**config.mk**
```make
export PLATFORM = sky130hd
export DESIGN_NAME = sqt_bound
export DESIGN_NICKNAME = d
export VERILOG_FILES = /design/src/design/sqt_pkg.sv /design/src/design/sqt_bound.sv
export SDC_FILE = /design/constraint.sdc
export NUM_CORES = 2
export LEC_CHECK = 0
export ABC_CLOCK_PERIOD_IN_PS = 9030
export BUFFER_PORTS_ARGS = -buffer_cell sky130_fd_sc_hd__clkbuf_2
export CAP_MARGIN = 10
export CORE_UTILIZATION = 45
export DETAILED_ROUTE_END_ITERATION = 12
export GPL_TIMING_DRIVEN = 1
export PLACE_DENSITY = 0.65
export SYNTH_ARGS = -nofsm -noshare
export SYNTH_HDL_FRONTEND = slang
export SYNTH_SLANG_ARGS = --single-unit
export TNS_END_PERCENT = 100
```
**constraint.sdc**
```tcl
create_clock -name clk_i -period 9.03 [get_ports clk_i]
set_input_delay 0 -clock clk_i [delete_from_list [all_inputs] [get_ports clk_i]]
set_output_delay 0 -clock clk_i [all_outputs]
set_load 0.02 [all_outputs]
```
**src/design/sqt_pkg.sv**
```systemverilog
// ----------------------------------------------------------------------------
// sqt_pkg
// Shared types, constants and helpers for the sprite quad transform.
// ----------------------------------------------------------------------------
package sqt_pkg;

  localparam int CoordW           = 24;
  localparam int SizeW            = 23;
  localparam int ScaleW           = 16;
  localparam int AngleW           = 16;
  localparam int SineTableEntries = 1024;
  localparam int SinOne           = 16384;
  localparam int RndHalf          = 1 << 21;
  localparam int CornW            = 38;   // unsaturated corner, 8 fraction bits
  localparam int WideW            = 40;   // corner four before saturation

  localparam logic [63:0] Q30HalfPi = 64'd1686629713;

  localparam logic signed [WideW-1:0] CoordMax = WideW'(64'sd8388607);
  localparam logic signed [WideW-1:0] CoordMin = -WideW'(64'sd8388608);

  typedef struct packed {
    logic signed [CoordW-1:0] pos_x;
    logic signed [CoordW-1:0] pos_y;
    logic signed [CoordW-1:0] size_w;
    logic signed [CoordW-1:0] size_h;
    logic signed [CoordW-1:0] pivot_x;
    logic signed [CoordW-1:0] pivot_y;
    logic signed [ScaleW-1:0] scale_x;
    logic signed [ScaleW-1:0] scale_y;
    logic [AngleW-1:0]        angle;
  } sprite_t;

  typedef struct packed {
    logic signed [CoordW-1:0] corner1_x;
    logic signed [CoordW-1:0] corner1_y;
    logic signed [CoordW-1:0] corner2_x;
    logic signed [CoordW-1:0] corner2_y;
    logic signed [CoordW-1:0] corner3_x;
    logic signed [CoordW-1:0] corner3_y;
    logic signed [CoordW-1:0] corner4_x;
    logic signed [CoordW-1:0] corner4_y;
    logic signed [CoordW-1:0] box_min_x;
    logic signed [CoordW-1:0] box_min_y;
    logic [SizeW-1:0]         box_width;
    logic [SizeW-1:0]         box_height;
  } quad_t;

  // first three corners in world space, not yet saturated
  typedef struct packed {
    logic signed [CornW-1:0] c1x;
    logic signed [CornW-1:0] c1y;
    logic signed [CornW-1:0] c2x;
    logic signed [CornW-1:0] c2y;
    logic signed [CornW-1:0] c3x;
    logic signed [CornW-1:0] c3y;
  } corner_set_t;

  function automatic logic signed [CoordW-1:0] sat_coord(logic signed [WideW-1:0] v);
    logic signed [CoordW-1:0] r;
    if (v > CoordMax) begin
      r = CoordW'(CoordMax);
    end else if (v < CoordMin) begin
      r = CoordW'(CoordMin);
    end else begin
      r = CoordW'(v);
    end
    return r;
  endfunction

endpackage

```
**src/design/sqt_bound.sv**
```systemverilog
// ----------------------------------------------------------------------------
// sqt_bound
// Fourth corner, saturation and bounding box over four stages; the last
// stage is the output register.
// ----------------------------------------------------------------------------
module sqt_bound (
  input  logic                 clk_i,
  input  logic                 rst_ni,
  input  logic                 valid_i,
  input  sqt_pkg::corner_set_t corners_i,
  output logic                 done_o,
  output sqt_pkg::quad_t       quad_o
);

  localparam int CW = sqt_pkg::CoordW;
  localparam int WW = sqt_pkg::WideW;
  localparam int DW = CW + 1;

  logic [3:0] vld_q;

  logic signed [CW-1:0] cx6_q [4];
  logic signed [CW-1:0] cy6_q [4];
  logic signed [CW-1:0] cx7_q [4];
  logic signed [CW-1:0] cy7_q [4];
  logic signed [CW-1:0] cx8_q [4];
  logic signed [CW-1:0] cy8_q [4];

  logic signed [CW-1:0] mnx01_q, mnx23_q, mxx01_q, mxx23_q;
  logic signed [CW-1:0] mny01_q, mny23_q, mxy01_q, mxy23_q;
  logic signed [CW-1:0] mnx_q, mxx_q, mny_q, mxy_q;

  logic signed [WW-1:0] c4x, c4y;
  logic signed [DW-1:0] span_x, span_y;

  sqt_pkg::quad_t quad_q;

  // corner four from the unsaturated corners
  assign c4x = WW'(corners_i.c1x) + WW'(corners_i.c3x) - WW'(corners_i.c2x);
  assign c4y = WW'(corners_i.c3y) - WW'(corners_i.c2y) + WW'(corners_i.c1y);

  assign span_x = DW'(mxx_q) - DW'(mnx_q);
  assign span_y = DW'(mxy_q) - DW'(mny_q);

  function automatic logic signed [CW-1:0] smin(logic signed [CW-1:0] a,
                                                logic signed [CW-1:0] b);
    return (b < a) ? b : a;
  endfunction

  function automatic logic signed [CW-1:0] smax(logic signed [CW-1:0] a,
                                                logic signed [CW-1:0] b);
    return (b > a) ? b : a;
  endfunction

  function automatic logic [sqt_pkg::SizeW-1:0] sat_span(logic signed [DW-1:0] v);
    return v[DW-1:sqt_pkg::SizeW] != '0 ? '1 : v[sqt_pkg::SizeW-1:0];
  endfunction

  always_ff @(posedge clk_i or negedge rst_ni) begin
    if (!rst_ni) begin
      vld_q <= '0;
    end else begin
      vld_q <= {vld_q[2:0], valid_i};
    end
  end

  always_ff @(posedge clk_i) begin
    // stage 6: saturate
    cx6_q[0] <= sqt_pkg::sat_coord(WW'(corners_i.c1x));
    cy6_q[0] <= sqt_pkg::sat_coord(WW'(corners_i.c1y));
    cx6_q[1] <= sqt_pkg::sat_coord(WW'(corners_i.c2x));
    cy6_q[1] <= sqt_pkg::sat_coord(WW'(corners_i.c2y));
    cx6_q[2] <= sqt_pkg::sat_coord(WW'(corners_i.c3x));
    cy6_q[2] <= sqt_pkg::sat_coord(WW'(corners_i.c3y));
    cx6_q[3] <= sqt_pkg::sat_coord(c4x);
    cy6_q[3] <= sqt_pkg::sat_coord(c4y);

    // stage 7: pairwise extremes
    mnx01_q <= smin(cx6_q[0], cx6_q[1]);
    mnx23_q <= smin(cx6_q[2], cx6_q[3]);
    mxx01_q <= smax(cx6_q[0], cx6_q[1]);
    mxx23_q <= smax(cx6_q[2], cx6_q[3]);
    mny01_q <= smin(cy6_q[0], cy6_q[1]);
    mny23_q <= smin(cy6_q[2], cy6_q[3]);
    mxy01_q <= smax(cy6_q[0], cy6_q[1]);
    mxy23_q <= smax(cy6_q[2], cy6_q[3]);
    cx7_q   <= cx6_q;
    cy7_q   <= cy6_q;

    // stage 8: final extremes
    mnx_q <= smin(mnx01_q, mnx23_q);
    mxx_q <= smax(mxx01_q, mxx23_q);
    mny_q <= smin(mny01_q, mny23_q);
    mxy_q <= smax(mxy01_q, mxy23_q);
    cx8_q <= cx7_q;
    cy8_q <= cy7_q;

    // stage 9: extents and output word
    quad_q.corner1_x  <= cx8_q[0];
    quad_q.corner1_y  <= cy8_q[0];
    quad_q.corner2_x  <= cx8_q[1];
    quad_q.corner2_y  <= cy8_q[1];
    quad_q.corner3_x  <= cx8_q[2];
    quad_q.corner3_y  <= cy8_q[2];
    quad_q.corner4_x  <= cx8_q[3];
    quad_q.corner4_y  <= cy8_q[3];
    quad_q.box_min_x  <= mnx_q;
    quad_q.box_min_y  <= mny_q;
    quad_q.box_width  <= sat_span(span_x);
    quad_q.box_height <= sat_span(span_y);
  end

  assign done_o = vld_q[3];
  assign quad_o = quad_q;

endmodule

```
# --- Yosys cells after proc, flatten, opt, wreduce, memory -nomap -nowiden ---
# Index checks and enable logic that the tools add are counted.
totals:
  regBits: 1154
  word_cells: 105
op_classes:
  n_addsub: 6
  order_cmp: 28
  n_mux: 20
  n_reduce_logical: 2
ops:
  columns: ["operator", "n"]
  rows:
  - ["24-bit 2-to-1 mux", 20]
  - ["38-bit by 24-bit > comparator with 1-bit output, second input constant", 6]
  - ["38-bit by 24-bit less-than comparator with 1-bit output, second input constant", 6]
  - ["24-bit > comparator", 6]
  - ["24-bit less-than comparator", 6]
  - ["40-bit by 24-bit > comparator with 1-bit output, second input constant", 2]
  - ["40-bit by 24-bit less-than comparator with 1-bit output, second input constant", 2]
  - ["24-bit by 24-bit subtractor with 25-bit output", 2]
  - ["39-bit by 38-bit adder with 40-bit output", 1]
  - ["39-bit by 38-bit subtractor with 40-bit output", 1]
  - ["38-bit by 38-bit adder with 39-bit output", 1]
  - ["38-bit by 38-bit subtractor with 39-bit output", 1]
  - ["2-bit nonzero test", 2]

# --- Depth between registers and ports, before layout ---
logic_depth:
  word_depth: 4
  mapped_depth: 17
  depth_no_buf: 16

# --- Least setup slack after synthesis ---
# No wires, ideal clock.
synth_timing:
  path_type: "in2reg"
  from: "input corners_i[61] in the netlist's numbering"
  to: "register cx6_q[3] in the netlist's numbering"
  setup_ns: 0.127
  arrival_time_ns: 3.393
  required_time_ns: 8.903
  setup_slack_ns: 5.510
  stages: 16
  path_buffers: 2
  path_cell_list: "inv_1 -> fa_1 -> inv_1 -> ha_1 -> buf_6 -> a21oi_2 -> o21ai_1 -> or3_1 -> or2_1 -> o21a_4 -> mux2i_1 -> a2111oi_4 -> nand2_2 -> o41ai_4 -> buf_6 -> o21ai_1"
synth_between:
  elab_chain_len: 4
synth_lines:
  columns: ["item", "line", "source"]
  rows:
  - ["start: declaration", "sqt_bound.sv:10", "input sqt_pkg::corner_set_t corners_i,"]
  - ["38-bit by 38-bit adder with 39-bit output (*)", "sqt_bound.sv:38", "assign c4x = WW'(corners_i.c1x) + WW'(corners_i.c3x) - WW'(corners_i.c2x);"]
  - ["39-bit by 38-bit subtractor with 40-bit output (*)", "sqt_bound.sv:38", null]
  - ["40-bit by 24-bit less-than comparator with 1-bit output", "sqt_pkg.sv:63", "end else if (v < CoordMin) begin"]
  - ["24-bit 2-to-1 mux", "sqt_pkg.sv:63", null]
  - ["end: declaration", "sqt_bound.sv:21", "logic signed [CW-1:0] cx6_q [4];"]
# Every way passes the cells marked *; elsewhere a longest branch is shown, timed or not.
# A chain may end at the register's enable or synchronous reset.

# --- Worst setup path after layout ---
layout_timing:
  from: "input corners_i[17] in the netlist's numbering"
  to: "register cy6_q[2] in the netlist's numbering"
layout_between:
  elab_chain_len: 4
layout_lines:
  columns: ["item", "line", "source"]
  rows:
  - ["38-bit by 38-bit subtractor with 39-bit output (*)", "sqt_bound.sv:39", "assign c4y = WW'(corners_i.c3y) - WW'(corners_i.c2y) + WW'(corners_i.c1y);"]
  - ["39-bit by 38-bit adder with 40-bit output (*)", "sqt_bound.sv:39", null]
  - ["40-bit by 24-bit less-than comparator with 1-bit output", "sqt_pkg.sv:63", null]
  - ["24-bit 2-to-1 mux", "sqt_pkg.sv:63", null]
  - ["end: declaration", "sqt_bound.sv:22", "logic signed [CW-1:0] cy6_q [4];"]
# Marks and branches as above.

==> run metrics <==
Placed Cells=between 5000 and 6000; die area=slightly below 100000 µm²; First-pass DRT Iterations=11; Post-synth EDFFs=0; Critical Path Fanout Max=23; Final Core Density=0.562; worst flop-to-flop path startpoint=cy6_q[47]; Initial Util=0.455; ys async rst share=0.00347; vias per cell=approximately 5; Max-cap violations=0; total track usage=0.261; row count=between 100 and 150; CTS buffer count=111; final hold violation count=0; CTS tree=done; clk slew on worst S/H paths=roughly 0.06 ns; share of layout cells above drive strength 1=0.223; root buffer cell=clkbuf_16; final setup skew=about 0.072 ns; Peak VDD IR=between 0.2 and 0.3 mV; wire length per cell=21.3 µm; library cells used by synthesis=96; # clock sinks=1154; fin nets=about 5400; WS Path Type=in -> reg; dpl hpwl=101000 µm; Max Fclk=0.228 GHz; I/O pin count=between 500 and 600; Post-synth top flop=dfxtp_1; CP arrival=4.93 ns; final instance count without filler cells=around 6200; Avg Cell Area, Syn=approximately 11 µm²; final setup TNS=0 ns; slowest stage delay, CP=~0.67 ns; worst reg-to-reg path cell count=8; largest net degree at the start of global routing=between 40 and 50; sequential area share after synthesis=0.525; Slew HR=0.243; Final Cycle Share=0.486; first-pass GRT wire length=a little under 200000 µm; Starting DRT DRC Count=around 2500; HP Class=in -> reg; crit path time final=around 4.4 ns; DIE WIDTH=between 300 and 400 µm; Startpoint Class=input pin; vias=about 32000; Slowest-stage cell, CP=a41o_2; Gate Count Post-Synth=~4000; CTS Buffer Depth=3; Slew Limit Fails=0; htree depth=3; CP Cell Sequence=dlygate4sd3_1, clkbuf_2, inv_1, fa_1, inv_1, ha_1, a21oi_1, nand2_1, a221o_1, and3_1, a211oi_1, o21ai_0, xor2_1, nor3_1, a41o_2, o21ai_0; post-synthesis instance area=approximately 44000 µm²; RSZ-0062 raised after global routing=false; Congestion Overflow GR=0; area delta synth->final=23.5%; Die H=around 310 µm; Worst Tran Pin Value=1.13 ns; post-CTS setup buffers=0; Worst-Skew Late Latency=roughly 0.72 ns; #FFs+latches synth=~1200; DRC viols=84; vias in the first global route=between 30000 and 40000; Pleak=roughly 26 nW; Total Power=about 0.019 W; initial antenna violation count=9; CP startpoint=corners_i[17]; Req. time, crit path=~9.6 ns; core area=96900 µm²; syn nets=~4700; count of input and output buffers=517; # fillers=roughly 8300; Worst Setup End Kind=register; failing checks=design-rule violations; FF-to-FF End=mxy23_q[8]; critical path capture point=cy6_q[2]; setup violators final=0; reg2reg setup slack=slightly below 5 ns; status=finished, violations left; RD Place Congestion=0.941; Final ANT Viol Nets=0; PwrDens=about 340 nW/µm²; YS warnings=0; drt total wl=between 100000 and 150000 µm
[repair_timing]
action | in CTS | in global routing
resized for setup | 0 | 0
hold buffers | 226 | 0
hold endpoints to repair | 153 | 0
[cells in the final DEF, fill, tap and decap left out, types with 24 or more instances in the layout]
master	n
o211ai_1	24
ha_1	318
fa_1	78
nand2_1	175
clkbuf_2	517
mux2_2	257
nor2_1	101
o21ai_0	103
dfxtp_1	1150
nand3_1	49
a21oi_1	144
clkbuf_16	112
nor2b_1	31
o21ai_2	40
o21a_1	62
dlygate4sd3_1	226
a21o_1	244
nand4_1	81
nor3_1	43
xor2_1	46
nor4_1	32
inv_1	583
xnor2_1	40
[worst max-delay path: cells and delay by family]
family | cells | cell delay, ns
AO/OA/AOI/OAI | 6 | 2.35
adder cells (fa/ha/maj) | 2 | 1.01
buffers and inverters | 4 | 0.90
AND/OR/NAND/NOR | 3 | 0.45
XOR/XNOR | 1 | 0.20
[per-layer routing]
layer  GRT usage  part of all wire
met1       0.378              0.48
met2       0.384              0.42
met3      0.0484             0.066
met4      0.0963             0.035
met5           0           0.00041
[Yosys cell counts, types with 5 or more instances]
cell	instances	share of area
dfxtp_1	1150	0.52
inv_1	583	0.050
ha_1	318	0.090
mux2_2	257	0.066
a21o_1	244	0.042
nand2_1	175	0.015
a21oi_1	145	0.016
nor2_1	103	0.0088
o21ai_0	103	0.012
nand4_1	81	0.011
fa_1	78	0.035
clkbuf_1	69	0.0059
o21a_1	62	0.011
nand3_1	49	0.0056
xor2_1	46	0.0091
nor3_1	43	0.0049
o21ai_2	40	0.0079
xnor2_1	40	0.0079
nor4_1	32	0.0045
nor2b_1	31	0.0044
buf_2	24	0.0027
o211ai_1	24	0.0041
nand2b_1	22	0.0031
a31oi_1	20	0.0028
and3_1	18	0.0026
o221ai_1	17	0.0034
a211oi_1	15	0.0026
and2_1	15	0.0021
and4_1	13	0.0026
or2_2	12	0.0017
o21ai_1	11	0.0012
a41oi_1	10	0.0020
o21bai_1	10	0.0017
mux2i_1	9	0.0020
o2111ai_1	9	0.0018
o31ai_1	9	0.0015
or3_1	8	0.0011
a211o_1	7	0.0014
buf_1	7	0.00060
buf_6	7	0.0018
o41ai_1	7	0.0014
a31o_2	6	0.0012
nand3b_1	5	0.00085
o31a_1	5	0.00099
[layout make-up]
| cell class | instances | area [µm²] | area share |
|---|---|---|---|
| multi-input combinational | 2185 | 18400 | 0.338 |
| antenna | 8 | 20.0 | 0.000368 |
| sequential | 1154 | 23100 | 0.425 |
| clock inverter | 67 | 1020 | 0.0188 |
| inverter | 584 | 2190 | 0.0403 |
| tap | 1276 | 1600 | 0.0293 |
| clock buffer | 143 | 3050 | 0.0560 |
| timing repair buffer | 764 | 5010 | 0.0920 |
[worst min-delay path by stage]
stage	start	endpoint	slack [ns]	depth (start not counted)
2_1_floorplan	rst_ni	vld_q[0]	-0.30	0
3_3_place_gp	rst_ni	vld_q[3]	-0.19	1
3_5_place_dp	rst_ni	vld_q[3]	-0.19	1
4_1_cts	corners_i[175]	cy6_q[90]	0.0004	5
5_1_grt	corners_i[189]	cy6_q[95]	0.04	2
6_report	corners_i[175]	cy6_q[74]	0.04	5
[report_power, final]
part | switching (W) | internal, W | total (W)
clock | 0.00207 | 0.00297 | 0.00504
sequential | 0.000827 | 0.00637 | 0.00720
combinational | 0.00369 | 0.00273 | 0.00642
total | 0.00659 | 0.0121 | 0.0187
[through the flow]
stage | area, µm² | setup slack, ns | hold slack (ns)
CTS | 54400 | 4.86 | 0.000420
detailed placement | 48100 | 4.68 | -0.188
finish | 54400 | 4.64 | 0.0433
global placement | 48100 | 4.70 | -0.195
floorplan | 44100 | 5.51 | -0.296
global route | 54400 | 4.53 | 0.0392
[logic make-up after synthesis]
| logic type | synth area share |
|---|---|
| DFF | 0.525 |
| and+or+nand+nor | 0.0722 |
| AOI/OAI and AO/OA | 0.131 |
| adders and majority gates | 0.126 |
| xor gates and xnor gates | 0.0171 |
| muxes | 0.0677 |
| buffers and inverters | 0.0616 |
[registers in the layout, summed over array words and instances (netlist names)]
signal,count
quad_o,286
cx6_q,96
cx7_q,96
cx8_q,96
cy6_q,96
cy7_q,96
cy8_q,96
mnx01_q,24
mnx23_q,24
mnx_q,24
mny01_q,24
mny23_q,24
mny_q,24
mxx01_q,24
mxx23_q,24
mxx_q,24
mxy01_q,24
mxy23_q,24
mxy_q,24
vld_q,4
(Power assumes the default switching activity.)
